## src/rtl/jsu_pkg.sv

```systemverilog
`default_nettype none
package jsu_pkg;

  localparam int MAX_RES    = 6;
  localparam int FIFO_DEPTH = 4;
  localparam int FIFO_AW    = $clog2(FIFO_DEPTH);

  // result kinds
  localparam logic [1:0] KIND_DATA = 2'd0;
  localparam logic [1:0] KIND_DONE = 2'd1;
  localparam logic [1:0] KIND_ERR  = 2'd2;

  // error codes
  localparam logic [2:0] ERR_NO_QUOTE = 3'd0;
  localparam logic [2:0] ERR_TRUNC    = 3'd1;
  localparam logic [2:0] ERR_BAD_HEX  = 3'd2;
  localparam logic [2:0] ERR_UNKNOWN  = 3'd3;
  localparam logic [2:0] ERR_UNTERM   = 3'd4;

  // top six bits of a high surrogate (0xD800..0xDBFF)
  localparam logic [5:0] HI_SURR_TAG = 6'b110110;

  typedef enum logic [1:0] {
    MAIN_NONE,
    MAIN_RAW,
    MAIN_CP
  } main_sel_t;

  typedef enum logic [1:0] {
    TAIL_NONE,
    TAIL_DONE,
    TAIL_ERR
  } tail_sel_t;

  // At most one command per byte: [pending high surrogate] [main item] [done/error]
  typedef struct packed {
    logic        hi_en;
    logic [9:0]  hi_low;
    main_sel_t   main_sel;
    logic [20:0] main_val;
    tail_sel_t   tail_sel;
    logic [2:0]  err;
  } cmd_t;

endpackage
`default_nettype wire

```

## src/rtl/json_string_unescape_utf8.sv

```systemverilog
// JSON string unescaper with UTF-8 output.
// Input channel (in_valid/in_ready): one byte of text per transaction, starting
// at the opening quote; in_last_of_text marks the final byte of the text.
// Output channel (out_valid/out_ready): one result per transaction: a data
// byte, a done marker or an error code; out_last flags the final result that
// one input byte caused. Bytes that cause no result (opening quote, backslash,
// hex digits mid-escape) produce no output transaction.
// The first result of a byte passes through the command queue and the output register.
// Throughput: one byte per cycle while each byte yields at most one result
// and the receiver takes every result. A byte that yields n results (up to
// five, e.g. a flushed high surrogate, a data byte and an error) holds the
// output until all n are taken; a four-entry command queue between the parser
// and the serializer keeps taking bytes meanwhile, so in_ready drops only once
// that queue fills. When the receiver stalls, the output register holds its
// result and the queue fills; in_ready goes low when it is full.
// Reset (rst_n low, synchronous) empties the queue, drops out_valid and puts
// the parser back to waiting for an opening quote.
`default_nettype none
module json_string_unescape_utf8 (
  input  wire        clk,
  input  wire        rst_n,
  input  wire        in_valid,
  output logic       in_ready,
  input  wire [7:0]  in_byte,
  input  wire        in_last_of_text,
  output logic       out_valid,
  input  wire        out_ready,
  output logic [7:0] out_byte,
  output logic [1:0] out_kind,
  output logic [2:0] out_error_code,
  output logic       out_last
);
  import jsu_pkg::*;

  cmd_t push_cmd, head;
  logic push, pop, full, empty;

  jsu_front u_front (
    .clk             (clk),
    .rst_n           (rst_n),
    .in_valid        (in_valid),
    .in_ready        (in_ready),
    .in_byte         (in_byte),
    .in_last_of_text (in_last_of_text),
    .q_full          (full),
    .q_push          (push),
    .q_cmd           (push_cmd)
  );

  jsu_fifo u_fifo (
    .clk      (clk),
    .rst_n    (rst_n),
    .push     (push),
    .push_cmd (push_cmd),
    .pop      (pop),
    .head     (head),
    .full     (full),
    .empty    (empty)
  );

  jsu_back u_back (
    .clk            (clk),
    .rst_n          (rst_n),
    .q_empty        (empty),
    .head           (head),
    .q_pop          (pop),
    .out_valid      (out_valid),
    .out_ready      (out_ready),
    .out_byte       (out_byte),
    .out_kind       (out_kind),
    .out_error_code (out_error_code),
    .out_last       (out_last)
  );

endmodule
`default_nettype wire

```

## src/rtl/jsu_front.sv

```systemverilog
`default_nettype none
module jsu_front (
  input  wire               clk,
  input  wire               rst_n,
  input  wire               in_valid,
  output logic              in_ready,
  input  wire [7:0]         in_byte,
  input  wire               in_last_of_text,
  input  wire               q_full,
  output logic              q_push,
  output jsu_pkg::cmd_t     q_cmd
);
  import jsu_pkg::*;

  localparam logic [7:0] CH_QUOTE  = 8'h22;
  localparam logic [7:0] CH_BSLASH = 8'h5C;
  localparam logic [7:0] CH_U      = 8'h75;

  typedef enum logic [2:0] {
    M_IDLE,
    M_STR,
    M_ESC,
    M_HEX,
    M_AFTER_HIGH,
    M_HIGH_BS,
    M_HIGH_U
  } mode_t;

  mode_t       mode_r, mode_nxt;
  logic [15:0] acc_r, acc_nxt;
  logic [2:0]  cnt_r, cnt_nxt;
  logic [9:0]  ph_r, ph_nxt;
  logic        accept;
  cmd_t        cmd;

  function automatic logic [4:0] hex_val(input logic [7:0] c);
    logic [4:0] r;
    r = '0;
    if (c >= 8'h30 && c <= 8'h39) r = {1'b1, 4'(c - 8'h30)};
    else if (c >= 8'h61 && c <= 8'h66) r = {1'b1, 4'(c - 8'h57)};
    else if (c >= 8'h41 && c <= 8'h46) r = {1'b1, 4'(c - 8'h37)};
    return r;
  endfunction

  // {known, decoded byte} of a short escape
  function automatic logic [8:0] esc_map(input logic [7:0] c);
    logic [8:0] r;
    r = '0;
    unique case (c)
      8'h22:   r = {1'b1, 8'h22};
      8'h5C:   r = {1'b1, 8'h5C};
      8'h2F:   r = {1'b1, 8'h2F};
      8'h62:   r = {1'b1, 8'h08};
      8'h66:   r = {1'b1, 8'h0C};
      8'h6E:   r = {1'b1, 8'h0A};
      8'h72:   r = {1'b1, 8'h0D};
      8'h74:   r = {1'b1, 8'h09};
      default: r = '0;
    endcase
    return r;
  endfunction

  assign in_ready = !q_full;
  assign accept   = in_valid && !q_full;
  assign q_cmd    = cmd;
  assign q_push   = accept && (cmd.hi_en || cmd.main_sel != MAIN_NONE ||
                               cmd.tail_sel != TAIL_NONE);

  always_comb begin
    logic        do_str, do_esc, do_chk, last;
    logic [4:0]  hv;
    logic [8:0]  em;
    logic [15:0] acc_v;
    logic [2:0]  cnt_v;
    last     = in_last_of_text;
    hv       = hex_val(in_byte);
    em       = esc_map(in_byte);
    acc_v    = {acc_r[11:0], hv[3:0]};
    cnt_v    = cnt_r + 3'd1;
    do_str   = 1'b0;
    do_esc   = 1'b0;
    do_chk   = 1'b0;
    mode_nxt = mode_r;
    acc_nxt  = acc_r;
    cnt_nxt  = cnt_r;
    ph_nxt   = ph_r;
    cmd      = '0;
    // the high surrogate leaving with this byte is normally the one held so far
    cmd.hi_low = ph_r;

    unique case (mode_r)
      M_STR: do_str = 1'b1;
      M_ESC: do_esc = 1'b1;
      M_HEX: begin
        if (!hv[4]) begin
          cmd.tail_sel = TAIL_ERR;
          cmd.err      = ERR_BAD_HEX;
          mode_nxt     = M_IDLE;
        end else begin
          acc_nxt = acc_v;
          cnt_nxt = cnt_v;
          do_chk  = 1'b1;
        end
      end
      M_AFTER_HIGH: begin
        if (in_byte == CH_BSLASH && !last) begin
          mode_nxt = M_HIGH_BS;
        end else begin
          cmd.hi_en = 1'b1;
          do_str    = 1'b1;
        end
      end
      M_HIGH_BS: begin
        if (in_byte == CH_U && !last) begin
          mode_nxt = M_HIGH_U;
          acc_nxt  = '0;
          cnt_nxt  = '0;
        end else begin
          cmd.hi_en = 1'b1;
          do_esc    = 1'b1;
        end
      end
      M_HIGH_U: begin
        if (!hv[4]) begin
          cmd.hi_en    = 1'b1;
          cmd.tail_sel = TAIL_ERR;
          cmd.err      = ERR_BAD_HEX;
          mode_nxt     = M_IDLE;
        end else begin
          acc_nxt = acc_v;
          cnt_nxt = cnt_v;
          // not a low surrogate: flush the high one and decode as a plain \u
          if ((cnt_v == 3'd1 && hv[3:0] != 4'hD) || (cnt_v == 3'd2 && hv[3:0] < 4'hC)) begin
            cmd.hi_en = 1'b1;
            mode_nxt  = M_HEX;
            do_chk    = 1'b1;
          end else if (cnt_v >= 3'd4) begin
            cmd.main_sel = MAIN_CP;
            cmd.main_val = 21'({ph_r, acc_v[9:0]}) + 21'h10000;
            mode_nxt     = M_STR;
            if (last) begin
              cmd.tail_sel = TAIL_ERR;
              cmd.err      = ERR_UNTERM;
              mode_nxt     = M_IDLE;
            end
          end else if (last) begin
            cmd.hi_en    = 1'b1;
            cmd.tail_sel = TAIL_ERR;
            cmd.err      = ERR_BAD_HEX;
            mode_nxt     = M_IDLE;
          end
        end
      end
      default: begin
        if (in_byte == CH_QUOTE) begin
          mode_nxt = M_STR;
          if (last) begin
            cmd.tail_sel = TAIL_ERR;
            cmd.err      = ERR_UNTERM;
            mode_nxt     = M_IDLE;
          end
        end else begin
          cmd.tail_sel = TAIL_ERR;
          cmd.err      = ERR_NO_QUOTE;
          mode_nxt     = M_IDLE;
        end
      end
    endcase

    if (do_str) begin
      mode_nxt = M_STR;
      if (in_byte == CH_QUOTE) begin
        cmd.tail_sel = TAIL_DONE;
        mode_nxt     = M_IDLE;
      end else if (in_byte == CH_BSLASH) begin
        if (last) begin
          cmd.tail_sel = TAIL_ERR;
          cmd.err      = ERR_TRUNC;
          mode_nxt     = M_IDLE;
        end else begin
          mode_nxt = M_ESC;
        end
      end else begin
        cmd.main_sel = MAIN_RAW;
        cmd.main_val = {13'd0, in_byte};
        if (last) begin
          cmd.tail_sel = TAIL_ERR;
          cmd.err      = ERR_UNTERM;
          mode_nxt     = M_IDLE;
        end
      end
    end

    if (do_esc) begin
      if (em[8]) begin
        cmd.main_sel = MAIN_RAW;
        cmd.main_val = {13'd0, em[7:0]};
        mode_nxt     = M_STR;
        if (last) begin
          cmd.tail_sel = TAIL_ERR;
          cmd.err      = ERR_UNTERM;
          mode_nxt     = M_IDLE;
        end
      end else if (in_byte == CH_U) begin
        if (last) begin
          cmd.tail_sel = TAIL_ERR;
          cmd.err      = ERR_BAD_HEX;
          mode_nxt     = M_IDLE;
        end else begin
          mode_nxt = M_HEX;
          acc_nxt  = '0;
          cnt_nxt  = '0;
        end
      end else begin
        cmd.tail_sel = TAIL_ERR;
        cmd.err      = ERR_UNKNOWN;
        mode_nxt     = M_IDLE;
      end
    end

    if (do_chk) begin
      if (cnt_v >= 3'd4) begin
        if (acc_v[15:10] == HI_SURR_TAG) begin
          ph_nxt   = acc_v[9:0];
          mode_nxt = M_AFTER_HIGH;
          if (last) begin
            // text ends right after a high surrogate: emit this one alone
            cmd.hi_en    = 1'b1;
            cmd.hi_low   = acc_v[9:0];
            cmd.tail_sel = TAIL_ERR;
            cmd.err      = ERR_UNTERM;
            mode_nxt     = M_IDLE;
          end
        end else begin
          cmd.main_sel = MAIN_CP;
          cmd.main_val = {5'd0, acc_v};
          mode_nxt     = M_STR;
          if (last) begin
            cmd.tail_sel = TAIL_ERR;
            cmd.err      = ERR_UNTERM;
            mode_nxt     = M_IDLE;
          end
        end
      end else if (last) begin
        cmd.tail_sel = TAIL_ERR;
        cmd.err      = ERR_BAD_HEX;
        mode_nxt     = M_IDLE;
      end
    end
  end

  always_ff @(posedge clk) begin
    if (!rst_n) begin
      mode_r <= M_IDLE;
      acc_r  <= '0;
      cnt_r  <= '0;
      ph_r   <= '0;
    end else if (accept) begin
      mode_r <= mode_nxt;
      acc_r  <= acc_nxt;
      cnt_r  <= cnt_nxt;
      ph_r   <= ph_nxt;
    end
  end

endmodule
`default_nettype wire

```

## src/rtl/jsu_fifo.sv

```systemverilog
`default_nettype none
module jsu_fifo (
  input  wire                  clk,
  input  wire                  rst_n,
  input  wire                  push,
  input  jsu_pkg::cmd_t        push_cmd,
  input  wire                  pop,
  output jsu_pkg::cmd_t        head,
  output logic                 full,
  output logic                 empty
);
  import jsu_pkg::*;

  cmd_t                 mem_r [FIFO_DEPTH];
  logic [FIFO_AW-1:0]   wr_r, rd_r;
  logic [FIFO_AW:0]     cnt_r;
  logic                 do_push, do_pop;

  assign full    = (cnt_r == (FIFO_AW+1)'(FIFO_DEPTH));
  assign empty   = (cnt_r == '0);
  assign head    = mem_r[rd_r];
  assign do_push = push && !full;
  assign do_pop  = pop && !empty;

  always_ff @(posedge clk) begin
    if (!rst_n) begin
      wr_r  <= '0;
      rd_r  <= '0;
      cnt_r <= '0;
    end else begin
      if (do_push) wr_r <= FIFO_AW'(wr_r + 1'b1);
      if (do_pop) rd_r <= FIFO_AW'(rd_r + 1'b1);
      if (do_push && !do_pop) cnt_r <= cnt_r + 1'b1;
      else if (do_pop && !do_push) cnt_r <= cnt_r - 1'b1;
    end
  end

  always_ff @(posedge clk) begin
    if (do_push) mem_r[wr_r] <= push_cmd;
  end

endmodule
`default_nettype wire

```

## src/rtl/jsu_back.sv

```systemverilog
`default_nettype none
module jsu_back (
  input  wire               clk,
  input  wire               rst_n,
  input  wire               q_empty,
  input  jsu_pkg::cmd_t     head,
  output logic              q_pop,
  output logic              out_valid,
  input  wire               out_ready,
  output logic [7:0]        out_byte,
  output logic [1:0]        out_kind,
  output logic [2:0]        out_error_code,
  output logic              out_last
);
  import jsu_pkg::*;

  typedef struct packed {
    logic [2:0]      len;
    logic [3:0][7:0] b;
  } utf8_t;

  function automatic utf8_t utf8_enc(input logic [20:0] cp);
    utf8_t r;
    r = '0;
    if (cp < 21'h80) begin
      r.len  = 3'd1;
      r.b[0] = cp[7:0];
    end else if (cp < 21'h800) begin
      r.len  = 3'd2;
      r.b[0] = {3'b110, cp[10:6]};
      r.b[1] = {2'b10, cp[5:0]};
    end else if (cp < 21'h10000) begin
      r.len  = 3'd3;
      r.b[0] = {4'b1110, cp[15:12]};
      r.b[1] = {2'b10, cp[11:6]};
      r.b[2] = {2'b10, cp[5:0]};
    end else begin
      r.len  = 3'd4;
      r.b[0] = {5'b11110, cp[20:18]};
      r.b[1] = {2'b10, cp[17:12]};
      r.b[2] = {2'b10, cp[11:6]};
      r.b[3] = {2'b10, cp[5:0]};
    end
    return r;
  endfunction

  logic [7:0] lst_byte [MAX_RES];
  logic [1:0] lst_kind [MAX_RES];
  logic [2:0] lst_err  [MAX_RES];
  logic [2:0] n;

  logic       out_valid_r, out_valid_nxt;
  logic [7:0] byte_r, byte_nxt;
  logic [1:0] kind_r, kind_nxt;
  logic [2:0] err_r, err_nxt;
  logic       last_r, last_nxt;
  logic [2:0] idx_r, idx_nxt;
  logic       out_free, last_ent;

  // expand the head command into its list of results
  always_comb begin
    utf8_t      hi_e, mn_e;
    logic [2:0] k;
    hi_e = utf8_enc({5'd0, HI_SURR_TAG, head.hi_low});
    if (head.main_sel == MAIN_RAW) begin
      mn_e      = '0;
      mn_e.len  = 3'd1;
      mn_e.b[0] = head.main_val[7:0];
    end else begin
      mn_e = utf8_enc(head.main_val);
    end
    for (int i = 0; i < MAX_RES; i++) begin
      lst_byte[i] = '0;
      lst_kind[i] = KIND_DATA;
      lst_err[i]  = '0;
    end
    k = '0;
    if (head.hi_en) begin
      for (int i = 0; i < 3; i++) begin
        lst_byte[k] = hi_e.b[i];
        k = k + 3'd1;
      end
    end
    if (head.main_sel != MAIN_NONE) begin
      for (int i = 0; i < 4; i++) begin
        if (3'(i) < mn_e.len) begin
          lst_byte[k] = mn_e.b[i];
          k = k + 3'd1;
        end
      end
    end
    if (head.tail_sel == TAIL_DONE) begin
      lst_kind[k] = KIND_DONE;
      k = k + 3'd1;
    end else if (head.tail_sel == TAIL_ERR) begin
      lst_kind[k] = KIND_ERR;
      lst_err[k]  = head.err;
      k = k + 3'd1;
    end
    n = k;
  end

  assign out_free = !out_valid_r || out_ready;
  assign last_ent = (idx_r == n - 3'd1);
  assign q_pop    = out_free && !q_empty && last_ent;

  always_comb begin
    out_valid_nxt = out_valid_r;
    byte_nxt      = byte_r;
    kind_nxt      = kind_r;
    err_nxt       = err_r;
    last_nxt      = last_r;
    idx_nxt       = idx_r;
    if (out_free) begin
      out_valid_nxt = !q_empty;
      if (!q_empty) begin
        byte_nxt = lst_byte[idx_r];
        kind_nxt = lst_kind[idx_r];
        err_nxt  = lst_err[idx_r];
        last_nxt = last_ent;
        idx_nxt  = last_ent ? 3'd0 : idx_r + 3'd1;
      end
    end
  end

  always_ff @(posedge clk) begin
    if (!rst_n) begin
      out_valid_r <= 1'b0;
      idx_r       <= '0;
    end else begin
      out_valid_r <= out_valid_nxt;
      idx_r       <= idx_nxt;
    end
  end

  always_ff @(posedge clk) begin
    byte_r <= byte_nxt;
    kind_r <= kind_nxt;
    err_r  <= err_nxt;
    last_r <= last_nxt;
  end

  assign out_valid      = out_valid_r;
  assign out_byte       = byte_r;
  assign out_kind       = kind_r;
  assign out_error_code = err_r;
  assign out_last       = last_r;

endmodule
`default_nettype wire

```

## config.mk

```make
export PLATFORM = sky130hd
export DESIGN_NAME = json_string_unescape_utf8
export DESIGN_NICKNAME = d
export VERILOG_FILES = /design/src/rtl/jsu_pkg.sv /design/src/rtl/json_string_unescape_utf8.sv /design/src/rtl/jsu_front.sv /design/src/rtl/jsu_fifo.sv /design/src/rtl/jsu_back.sv
export SDC_FILE = /design/constraint.sdc
export NUM_CORES = 1
export LEC_CHECK = 0
export ABC_AREA = 0
export BUFFER_PORTS_ARGS = -buffer_cell sky130_fd_sc_hd__buf_4
export CAP_MARGIN = 20
export CORE_MARGIN = 2
export CORE_UTILIZATION = 45
export CTS_BUF_LIST = sky130_fd_sc_hd__clkbuf_16
export DETAILED_ROUTE_END_ITERATION = 7
export GPL_TIMING_DRIVEN = 1
export MAX_ROUTING_LAYER = met4
export PLACE_DENSITY = 0.68
export SLEW_MARGIN = 40
export SYNTH_ARGS = -nofsm -noshare
export SYNTH_HDL_FRONTEND = slang
export SYNTH_SLANG_ARGS = --single-unit
```

## constraint.sdc

```tcl
create_clock -name clk -period 11.3 [get_ports clk]
set_clock_uncertainty 0.2 [all_clocks]
set_input_delay 1.695 -clock clk [delete_from_list [all_inputs] [get_ports clk]]
set_output_delay 1.695 -clock clk [all_outputs]
set_load 0.02 [all_outputs]
```

# --- After elaboration in Yosys (flattened, before gate mapping) ---
# Memory sizes are Yosys's and may differ from the RTL's. A register that Yosys moved wholly into a read port is not among the register bits.
# Index checks and enable logic that the tools add are counted.
word_totals:
  memories: 1
  output_inout_bits: 16
  reg_bits: 57
  ramBits: 156
  in_bits: 13
  word_cells: 283
classes:
  n_addsub: 16
  n_eq_ne: 24
  reduce_logical: 40
  n_bitwise: 8
  order_cmp: 26
  mux: 155
mem_list:
  columns: ["memory", "words", "width", "read_ports", "rd_ports_with_merged_regs", "wr", "line", "text"]
  rows:
  - ["u_fifo.mem_r", 4, 39, 1, 1, 1, "jsu_fifo.sv:14", "cmd_t mem_r [FIFO_DEPTH];"]
ops:
  columns: ["operator", "n"]
  rows:
  - ["48-bit two-way mux", 8]
  - ["48-bit bitwise mux", 4]
  - ["23-bit two-way mux", 7]
  - ["28-bit two-way mux", 5]
  - ["3-bit two-way mux", 44]
  - ["16-bit two-way mux", 8]
  - ["8-bit demux with 3-bit select", 4]
  - ["5-bit two-way mux", 19]
  - ["9-bit one-hot mux with 8 select lines", 1]
  - ["8-bit two-way mux", 8]
  - ["8-bit by 7-bit == test with 1-bit output (second input constant)", 7]
  - ["24-bit two-way mux", 2]
  - ["39-bit two-way mux", 1]
  - ["18-bit two-way mux", 2]
  - ["35-bit two-way mux", 1]
  - ["34-bit two-way mux", 1]
  - ["16-bit one-hot mux with 2 select lines", 1]
  - ["8-bit binary-select mux with 3-bit select", 1]
  - ["4-bit >= comparator (second input constant)", 6]
  - ["12-bit two-way mux", 2]
  - ["11-bit two-way mux", 2]
  - ["22-bit two-way mux", 1]
  - ["20-bit by 17-bit adder with 21-bit output (second input constant)", 1]
  - ["3-bit by 1-bit adder with 3-bit output (second input constant)", 7]
  - ["50 further kinds", 126]

# --- Logic depth before layout (Yosys ltp) ---
depth:
  depth_word: 33
  depth_mapped: 30
  depth_no_buf: 27

# --- Modules after synthesis ---
# A second synthesis with hierarchy kept.
unflattened:
  cells_unflattened: 1025
  hier_area_um2: 11872.6
by_module_without_submodules:
  columns: ["mod", "n_inst", "cells_per_inst", "seq_area_each_um2", "area_per_inst_um2"]
  rows:
  - ["jsu_fifo", 1, 251, 4864.7, 6100.9]
  - ["jsu_back", 1, 417, 500.5, 3045.4]
  - ["jsu_front", 1, 357, 560.5, 2726.4]

# --- Least setup slack after synthesis ---
# No wires, ideal clock.
synth_timing:
  kind: "register to register"
  startpoint: "register (tool-made name)"
  endpoint: "register u_fifo.cnt_r[2]"
  period_less_slack_ns: 6.651
  n_path_buf: 4
  required_ns: 11.030
  path_slack_ns: 4.649
  setup_time_ns: 0.070
  path_stages_with_launch: 30
  arrival_time_ns: 6.381
  cell_sequence: "dfxtp_1 -> buf_6 -> buf_6 -> mux4_2 -> nor4_2 -> and4_1 -> nor2_1 -> inv_1 -> clkbuf_1 -> fa_1 -> clkbuf_1 -> xnor2_1 -> ha_1 -> a21o_1 -> o22ai_1 -> inv_1 -> ha_1 -> mux2i_1 -> ha_1 -> xor2_1 -> xnor2_1 -> mux2_4 -> nor2_1 -> inv_1 -> ha_1 -> inv_1 -> fa_1 -> xor2_1 -> or3_1 -> a21oi_1"
synth_lines:
  columns: ["element", "line", "text"]
  rows:
  - ["end signal: assignment", "jsu_fifo.sv:33", "if (do_push && !do_pop) cnt_r <= cnt_r + 1'b1;"]
  - ["end signal: assignment", "jsu_fifo.sv:34", "else if (do_pop && !do_push) cnt_r <= cnt_r - 1'b1;"]
  - ["end: declaration", "jsu_fifo.sv:16", "logic [FIFO_AW:0] cnt_r;"]

==> flow_summary.json <==
{
  "cts_max_path_buffers": 3,
  "synth_top_area_share_pct": 43.8,
  "globalRouteMet3Util_pct": 2.96,
  "io_pins": 29,
  "min-delay-path-class": "flip-flop to flip-flop",
  "grt_overflow_total": 0,
  "setup_violations": 0,
  "postRouteAntennaNets": 0,
  "avgRoutedWirePerCell_um": 22.4,
  "report.final.slew_viol_count": 0,
  "cts_setup_buffers": 0,
  "yosys-top-cells-area": "edfxtp_1 44%, mux4_2 7.1%, dfxtp_1 7.0%, nor2_1 3.9%, nand2_1 3.1%",
  "finalNetCount": 1109,
  "yosysWarningCount": 0,
  "grt_pass1_wl_um": 49700,
  "start_util_pct": 46.0,
  "synthFlopType": "edfxtp_1",
  "grt_use_total_pct": 24.4,
  "firstDrtPassIters": 6,
  "power.density_nw_per_um2": 195,
  "drive_gt1_share_pct": 13.5,
  "wirelength_um": 31700,
  "fp.dieH_um": 165,
  "synth_seq_cells": 211,
  "synth_largest_area_cell": "edfxtp_1",
  "ir_worst_vdd_v": 0.000129,
  "synth_edf_count": 170,
  "cp_max_fo": 25,
  "ys_seq_area_share_pct": 50.8,
  "postPlaceCellArea_sq_um": 12200,
  "design_area_sq_um": 12900,
  "synthToLayoutAreaGrowth_pct": 10.4,
  "synthArstFlopShare_pct": 0,
  "synthMostInstantiatedCell": "edfxtp_1",
  "cap_violations": 0,
  "pre_cts_ws_ps": 3530,
  "die_w_um": 165,
  "ctsHoldBuffers": 0,
  "vias": 9092,
  "cp.arrival_ps": 8050,
  "hold_viol": 0,
  "grt_use_met1_pct": 32.2,
  "clock_sinks": 211,
  "top_usage_layer": "met2",
  "gp_congestion": 1.01,
  "max_freq_mhz": 128,
  "required_ps": 11540,
  "antenna_found_initial": 0,
  "setup_ws_ps": 3490,
  "grt_max_degree": 41,
  "post-route-period-util_pct": 69.1,
  "core_area_sq_um": 25300,
  "rsz0062_at_grt": "false",
  "vias_per_cell": 6.43,
  "first_global_vias": 8666,
  "remaining_drc_errors": 0,
  "drt_iter0_drc": 1147,
  "diodes": 0,
  "clock_latency_ps": 520,
  "p_leak_uw": 0.00437,
  "cts_tree": "yes",
  "synth_area_sq_um": 11700,
  "start_kind": "flip-flop",
  "ctsResizeCount": 0,
  "tns_ps": 0,
  "syn_area_per_cell_sq_um": 11.0,
  "worst-setup-path-type": "flip-flop to flip-flop",
  "period_minus_slack_ps": 7810,
  "synthDistinctLibCells": 85,
  "cts_made_buffers": 22,
  "place_inst": 1376,
  "synth_cells": 1057,
  "io_buffers": 28,
  "fin_cells": 1415,
  "tightest_slew_ps": 812,
  "fp.dieArea_sq_um": 27200,
  "r2r_slack_ps": 3490,
  "maxSlewHeadroom_pct": 45.1,
  "htree_levels": 1,
  "post-route-util_pct": 50.8,
  "fp-row-count": 58,
  "dp_hpwl_um": 22100,
  "met2_usage_pct": 38.8,
  "cts-root-buf": "clkbuf_16",
  "outcome": "finished clean",
  "clk_pin_slew_ps": 60,
  "yosys-top-cells-count": "170 x edfxtp_1, 120 x nor2_1, 97 x nand2_1",
  "crit_path_end_kind": "flip-flop"
}
-- area by class of cell --
type	count	area (sq um)
Clock buffer	22	551
Clock inverter	17	105
Fill cell	2245	12500
Inverter	25	93.8
Multi-Input combinational cell	772	5490
Sequential cell	211	5930
Tap cell	330	413
Timing Repair Buffer	38	285
-- flip-flops by register name, summed over array words and instances, names as in the netlist, 2 cells and up, named ones only --
register               flops
u_front.cnt_r              3
u_fifo.cnt_r               3
u_front.acc_r             12
u_back.out_error_code      3
u_back.out_kind            2
u_fifo.wr_r                2
u_fifo.mem_r             156
u_front.mode_r             3
u_back.idx_r               3
u_back.out_byte            8
u_front.ph_r              10
u_fifo.rd_r                2
-- path summary, 6_finish.rpt --
| kind | startpoint | endpoint | cells after the start |
|---|---|---|---|
| worst min register to register | u_back.out_valid | u_back.out_valid | 2 |
| worst max register to register | flip-flop | u_fifo.cnt_r[2] | 27 |
| worst max-delay path | flip-flop | u_fifo.cnt_r[2] | 27 |
| worst min-delay path | u_back.out_valid | u_back.out_valid | 2 |
-- metal layers --
layer  routed length [um]  up-vias
li1                     -     4138
met1                13300     4398
met2                14900      454
met3                 2140      102
met4                 1290        0
met5                    0        -
-- worst max-delay path, cell delays in order, from the launching register on --
cell and delay, ps:
dfxtp_2 660, buf_4 520, mux4_2 650, nor4_2 450
and4_1 310, nor2_1 50, buf_4 220, inv_1 380
fa_1 710, xnor2_1 230, ha_1 310, a21o_1 150
o22ai_1 200, inv_1 110, ha_1 280, mux2i_1 140
ha_1 180, xor2_1 180, xnor2_1 160, mux2_4 220
nor2_1 70, inv_1 50, ha_1 180, inv_1 60
fa_1 380, xor2_1 180, or3_1 310, a21oi_1 150
-- through the flow --
step	power, uW	hold slack (ps)
finish	2510	297
global route	2640	323
CTS	2510	305
detailed placement	1850	294
global placement	1840	268
floorplan	1600	247
-- layout by cell type, fill, tap and decap left out, types with 7 or more instances in the layout --
cell and count:
or3_1 13, a21oi_1 50, and2_1 11, inv_1 31, mux4_2 37, buf_4 38
clkbuf_16 22, o221ai_1 8, a22oi_1 23, nor2_1 120, nand3_1 36, nor4_1 9
mux2i_1 22, nand2b_1 10, ha_1 24, a21o_1 7, a31oi_1 12, nand2_1 97
a211oi_1 15, nor3_1 24, nand4_1 11, o21ai_0 47, o211ai_1 10, a22o_1 11
xnor2_1 10, conb_1 8, nor2b_1 10, edfxtp_1 170, dfxtp_1 39, xor2_1 7
-- power breakdown --
| part | switching [uW] | leakage, uW | total [uW] | internal [uW] |
|---|---|---|---|---|
| combinational | 564 | 0.00212 | 881 | 318 |
| clock | 292 | 0.000339 | 649 | 357 |
| sequential | 36.9 | 0.00191 | 980 | 943 |
| total | 892 | 0.00437 | 2510 | 1620 |
-- cell families (layout without fill, tap and decap cells) --
logic type      after synthesis  in the layout  share of synthesized area, %
flops                       211            211                          50.8
buf+inv                      80            102                          2.77
fa+ha+maj                    26             26                          2.92
simple gates                383            383                          15.9
compound gates              272            272                          16.4
mux                          66             66                          9.87
other cells                   2              8                        0.0644
xor+xnor                     17             17                          1.28
Note: power is estimated with default switching activity, not from simulation.
